==> config.mk <==
export PLATFORM = sky130hd
export DESIGN_NAME = sacache_lookup
export DESIGN_NICKNAME = d
export VERILOG_FILES = /design/src/rtl/sacache_pkg.sv /design/src/rtl/sacache_lookup.sv
export SDC_FILE = /design/constraint.sdc
export NUM_CORES = 1
export LEC_CHECK = 0
export BUFFER_PORTS_ARGS = -buffer_cell sky130_fd_sc_hd__buf_4
export CAP_MARGIN = 20
export CORE_ASPECT_RATIO = 0.6
export CORE_UTILIZATION = 45
export DETAILED_ROUTE_END_ITERATION = 10
export GPL_TIMING_DRIVEN = 0
export MAX_ROUTING_LAYER = met4
export PLACE_DENSITY = 0.91
export SLEW_MARGIN = 40
export SYNTH_ARGS = -nofsm -noshare
export SYNTH_HDL_FRONTEND = slang
export SYNTH_SLANG_ARGS = --single-unit
==> constraint.sdc <==
create_clock -name vclk -period 10.5
set_clock_uncertainty 0.05 [all_clocks]
set_input_delay 2.625 -clock vclk [all_inputs]
set_output_delay 2.625 -clock vclk [all_outputs]
set_load 0.005 [all_outputs]
==> src/rtl/sacache_pkg.sv <==
// Shared types and constants of the set-associative cache tag and LRU timing block.
// Holds op codes, state encoding, configuration indexes and fixed field widths.
// Depends on nothing; every other file takes it in.
package sacache_pkg;

    // Fixed widths of the channel fields.
    localparam int ADDR_W     = 32;
    localparam int HIT_LAT_W  = 8;
    localparam int MISS_PEN_W = 10;
    localparam int LAT_W      = 11;
    localparam int CNT_W      = 64;
    localparam int CFG_IDX_W  = 4;
    localparam int CFG_DATA_W = 16;

    // A dirty eviction adds half the miss penalty again.
    localparam int HALF_DIVISOR = 2;

    // Configuration register indexes and their reset values.
    localparam logic [CFG_IDX_W-1:0]  CFG_HIT_LAT  = CFG_IDX_W'(0);
    localparam logic [CFG_IDX_W-1:0]  CFG_MISS_PEN = CFG_IDX_W'(1);
    localparam logic [HIT_LAT_W-1:0]  HIT_LAT_RST  = HIT_LAT_W'(1);
    localparam logic [MISS_PEN_W-1:0] MISS_PEN_RST = MISS_PEN_W'(100);

    // Request operation codes.
    typedef enum logic [1:0] {
        OP_READ  = 2'd0,
        OP_WRITE = 2'd1,
        OP_INVAL = 2'd2,
        OP_NOP   = 2'd3
    } op_t;

    // Control sequencer states.
    typedef enum logic [1:0] {
        ST_CLEAR,
        ST_IDLE,
        ST_LOOKUP
    } state_t;

    // Status of one set lookup, passed from the lookup logic to the top level.
    typedef struct packed {
        logic hit;
        logic dirty_evict;
    } lookup_status_t;

endpackage

==> src/rtl/sacache_lookup.sv <==
// Set lookup logic: parallel tag compare, victim choice and counter-based LRU update.
// Purely combinational over one set row; depends on sacache_pkg for the status struct.
module sacache_lookup #(
    parameter int WAY_COUNT = 4,
    parameter int TAG_W     = 20,
    parameter int AGE_W     = 2
) (
    input  logic [WAY_COUNT*TAG_W-1:0]   tag_row,
    input  logic [WAY_COUNT-1:0]         valid_row,
    input  logic [WAY_COUNT-1:0]         dirty_row,
    input  logic [WAY_COUNT*AGE_W-1:0]   age_row,
    input  logic [TAG_W-1:0]             tag,
    input  logic                         is_write,
    output sacache_pkg::lookup_status_t  status,
    output logic [WAY_COUNT*TAG_W-1:0]   tag_row_new,
    output logic [WAY_COUNT-1:0]         valid_row_new,
    output logic [WAY_COUNT-1:0]         dirty_row_new,
    output logic [WAY_COUNT*AGE_W-1:0]   age_row_new
);
    import sacache_pkg::*;

    localparam int WAY_W = (WAY_COUNT > 1) ? $clog2(WAY_COUNT) : 1;

    logic [WAY_COUNT-1:0] match;
    logic                 hit;
    logic [WAY_W-1:0]     hit_way;
    logic                 any_invalid;
    logic [WAY_W-1:0]     invalid_way;
    logic [WAY_W-1:0]     oldest_way;
    logic [AGE_W-1:0]     top_age;
    logic [WAY_W-1:0]     way;
    logic [WAY_COUNT-1:0] sel;
    logic [WAY_COUNT-1:0] wr_mask;
    logic [AGE_W-1:0]     old_age;

    // Compare every valid way against the tag and find the lowest matching way.
    always_comb
    begin
        hit_way     = '0;
        invalid_way = '0;
        any_invalid = 1'b0;
        for (int i = WAY_COUNT - 1; i >= 0; i--)
        begin
            match[i] = valid_row[i] && (tag_row[i*TAG_W +: TAG_W] == tag);
            if (match[i])
            begin
                hit_way = WAY_W'(i);
            end
            if (!valid_row[i])
            begin
                invalid_way = WAY_W'(i);
                any_invalid = 1'b1;
            end
        end
        hit = |match;
    end

    // The lowest-numbered way holding the largest counter is the oldest.
    always_comb
    begin
        top_age    = '0;
        oldest_way = '0;
        for (int i = 0; i < WAY_COUNT; i++)
        begin
            if (age_row[i*AGE_W +: AGE_W] > top_age)
            begin
                top_age    = age_row[i*AGE_W +: AGE_W];
                oldest_way = WAY_W'(i);
            end
        end
    end

    // Choose the touched way: the hit way, else the first invalid way, else the oldest.
    always_comb
    begin
        if (hit)
        begin
            way = hit_way;
        end
        else if (any_invalid)
        begin
            way = invalid_way;
        end
        else
        begin
            way = oldest_way;
        end
        sel = '0;
        for (int i = 0; i < WAY_COUNT; i++)
        begin
            sel[i] = (way == WAY_W'(i));
        end
        wr_mask = is_write ? sel : '0;
    end

    // Fill on a miss, set dirty on a write and age the set.
    always_comb
    begin
        old_age = '0;
        for (int i = 0; i < WAY_COUNT; i++)
        begin
            if (sel[i])
            begin
                old_age = age_row[i*AGE_W +: AGE_W];
            end
        end

        valid_row_new = valid_row | sel;
        dirty_row_new = hit ? (dirty_row | wr_mask) : ((dirty_row & ~sel) | wr_mask);

        tag_row_new = tag_row;
        for (int i = 0; i < WAY_COUNT; i++)
        begin
            if (sel[i] && !hit)
            begin
                tag_row_new[i*TAG_W +: TAG_W] = tag;
            end
        end

        // Ways younger than the touched one age by one; the touched way becomes newest.
        for (int i = 0; i < WAY_COUNT; i++)
        begin
            if (sel[i])
            begin
                age_row_new[i*AGE_W +: AGE_W] = '0;
            end
            else if (valid_row_new[i] && (age_row[i*AGE_W +: AGE_W] < old_age))
            begin
                age_row_new[i*AGE_W +: AGE_W] = age_row[i*AGE_W +: AGE_W] + AGE_W'(1);
            end
            else
            begin
                age_row_new[i*AGE_W +: AGE_W] = age_row[i*AGE_W +: AGE_W];
            end
        end

        status.hit         = hit;
        status.dirty_evict = !hit && (|(valid_row & dirty_row & sel));
    end

endmodule

==> results.toml <==
[logic_synthesis]
yosys.area.top_type = "sky130_fd_sc_hd__mux2_1"
main_combinational_cell_family_by_area_after_synthesis = "multiplexers"
synthesized_area_fraction_occupied_by_adder_cells_pct = 4.84
synth.mux.area_fraction_pct = 30.8
top_area_cells_in_the_synthesized_netlist = "sky130_fd_sc_hd__mux2_1 15%, sky130_fd_sc_hd__xnor2_1 13%, sky130_fd_sc_hd__mux2_4 8.5%, sky130_fd_sc_hd__xor2_1 8.3%, sky130_fd_sc_hd__mux2_2 5.7%"
synthesis.instances = 401
sequential_cell_area_fraction_in_the_yosys_report_pct = 0
synthesis.nets = 531
yosysTopAreaCellShare_pct = 15.4
synthXorXnorAreaFrac_pct = 21.4
synth-simple-area-share_pct = 25.9
synth_warnings = 0
synth_cell_type_count = 61
syn-mean-instance-area_um2 = 8.39
synth_compound_area_share_pct = 9.34
syn_area_mm2 = 0.00336

[drt]
avgRoutedWirePerCell_um = 20.6
drt-total-wl_mm = 14.5
routed-via-count = 4135
first_pass_iters = 5
detailedRoute.firstIterationViolations = 401
final_antenna_net_count = 0
routed_via_density = 5.88
remaining_drc_errors = 0

[worst_setup_path]
critPathMaxFanout = 10
timing.critical_path.from_type = "input port"
cp_slowest_stage_delay_ps = 350
timing.critical_path.mode_cell = "sky130_fd_sc_hd__ha_1"
startpoint = "age_row[0]"
worstPathArrival_ps = 7650
endpoint_kind = "output port"
crit_path_end = "age_row_new[6]"
critPathRequiredTime_ps = 7830
crit_type = "input port to output port"
critical_path.slowest_cell = "sky130_fd_sc_hd__mux2_4"

[floorplan]
row_count = 23
design.core.area_mm2 = 0.00694
die_y_um = 69.0
die_area_mm2 = 0.00784
floorplan.die.width_um = 114
design.portCount = 215
starting_utilization_of_the_core_area_pct = 48.5

[run_status]
run_status = "finished, final reports clean"

[global_route]
grt.overflow.total = 0
first_pass_grt_wire_length_mm = 20.8
grt_pass1_vias = 3830
globalRouteTotalUtil_pct = 36.0
grt_max_degree = 11
number_of_antenna_violations_at_the_first_check_in_global_routing = 0

[timing]
post_layout_minimum_cycle_time_ps = 10330
fin_worst_hold_slack_ps = 5500
finalHoldViolCount = 0
timing_worst_slew_pin_value_ps = 740
timing.final.max_slew_violations = 0
max_transition_margin_pct = 50.0
finalSetupViolCount = 0
fmax_ghz = 0.0968
timing.setup.tns_ps = 0
post-route-period-util_pct = 98.4

[placed_design]
hpwl_mm = 12.1
gp_congestion = 0.948
port-buffer-count = 195

[layout]
syn2layout_area_growth_pct = 54.7
drive_gt1_share_pct = 51.2
antenna_cells_inserted = 0
n_clock_buffer = 0
nNetsFinal = 735
number_of_sequential_cells_in_the_layout = 0
register_area_um2 = 0

[clock_network]
cts-hold-fix-buffers = 0

[flow_run]
timing.max_cap.violations = 0

[worst_hold_path]
timing.hold.worst.class = "input port to output port"
hold-path-cell-count = 3

[power_and_ir_drop]
power.density_cell_area_mw_per_mm2 = 56.8
ir_drop_mv = 0.0303
static-leakage-power_nw = 2.32
==> kinds of logic (layout without fill, tap and decap cells) <==
kind of cell / Yosys count / after routing
AND/OR/NAND/NOR: 134 / 134
multiplexers: 86 / 86
XOR/XNOR: 82 / 82
buffers and inverters: 44 / 246
AO/OA/AOI/OAI: 42 / 42
adder cells (fa/ha/maj): 13 / 13
==> stage by stage <==
| stage | power (W) | util [%] | cells | setup WS (ps) | area (um^2) |
|---|---|---|---|---|---|
| 3_3_place_gp | 0.000268 | 71.4 | 696 | -630 | 4950 |
| 4_1_cts | 0.000280 | 72.9 | 701 | 7.47 | 5060 |
| 5_1_grt | 0.000314 | 75.0 | 703 | -4.55 | 5200 |
| 6_report | 0.000296 | 75.0 | 703 | 173 | 5200 |
| 3_5_place_dp | 0.000271 | 71.4 | 696 | -481 | 4950 |
| 2_1_floorplan | 0.000146 | - | 401 | 563 | 3360 |
==> cell type report <==
class / count / area [um^2]
Fill cell: 514 / 1730
Timing Repair Buffer: 202 / 1520
Buffer: 31 / 220
Tap cell: 100 / 125
Inverter: 13 / 52.6
Multi-Input combinational cell: 357 / 3290
==> routing by layer <==
metal / vias to the layer above / part of all wire [%] / global-route usage (%)
li1: 1880 / - / -
met5: - / 0 / -
met2: 244 / 47 / 63.0
met4: 0 / 1.0 / 5.43
met3: 18 / 7.9 / 4.11
met1: 1993 / 44 / 46.1
==> timing repair <==
action | in CTS | in global routing
cloned | 0 | 0
hold endpoints to repair | 0 | 0
pin swaps | 4 | 2
gates resized for setup | 14 | 23
setup endpoints to repair | 8 | 27
setup buffers | 5 | 2
==> Yosys cell counts, types with 3 or more instances <==
library cell / instances
sky130_fd_sc_hd__buf_2: 12
sky130_fd_sc_hd__mux2_2: 17
sky130_fd_sc_hd__inv_1: 13
sky130_fd_sc_hd__buf_4: 6
sky130_fd_sc_hd__or2_2: 7
sky130_fd_sc_hd__nor2_1: 16
sky130_fd_sc_hd__ha_1: 13
sky130_fd_sc_hd__o21ai_0: 11
sky130_fd_sc_hd__mux2i_1: 4
sky130_fd_sc_hd__mux2_4: 19
sky130_fd_sc_hd__a21oi_1: 5
sky130_fd_sc_hd__clkbuf_1: 6
sky130_fd_sc_hd__nand2_1: 17
sky130_fd_sc_hd__a31oi_1: 6
sky130_fd_sc_hd__nand4b_1: 3
sky130_fd_sc_hd__nor4_1: 13
sky130_fd_sc_hd__xnor2_1: 50
sky130_fd_sc_hd__and4_1: 3
sky130_fd_sc_hd__buf_6: 5
sky130_fd_sc_hd__mux2_1: 46
sky130_fd_sc_hd__nor3_1: 6
sky130_fd_sc_hd__nor4_4: 3
sky130_fd_sc_hd__nand3_1: 10
sky130_fd_sc_hd__nand2b_1: 14
sky130_fd_sc_hd__nand4_1: 19
sky130_fd_sc_hd__xor2_1: 32
==> worst max-delay path: cells and delay by family <==
family | cells | cell delay, ps
mux | 2 | 650
compound gates | 9 | 1360
simple gates | 7 | 1070
fa+ha+maj | 5 | 1280
buf+inv | 5 | 650
==> worst min path at each step <==
stage,start,to
after global placement,tag_row[51],tag_row_new[51]
after detailed placement,tag_row[16],tag_row_new[16]
after floorplan,valid_row[0],valid_row_new[0]
after CTS,tag_row[8],tag_row_new[8]
final,tag_row[8],tag_row_new[8]
after global routing,tag_row[8],tag_row_new[8]
==> report_power, final <==
group / switching [W] / internal, W
clock: 0 / 0
sequential: 0 / 0
combinational: 0.000138 / 0.000158
==> cell usage in the layout (no fill, tap or decap), drive strengths merged, types with 3 or more instances in the layout <==
master,synthesis,routed
buf,25,227
mux2,82,82
xnor2,50,50
xor2,32,32
nand4,20,20
nand2,17,17
nor2,16,16
nor4,16,16
nand2b,14,14
ha,13,13
inv,13,12
o21ai,11,11
nand3,10,10
nor3,9,9
or2,7,7
clkbuf,6,6
a21oi,6,6
a31oi,6,6
mux2i,4,4
nand4b,3,3
and4,3,3
or4b,3,3
o211ai,3,3
Note: power is estimated with default switching activity, not from simulation.
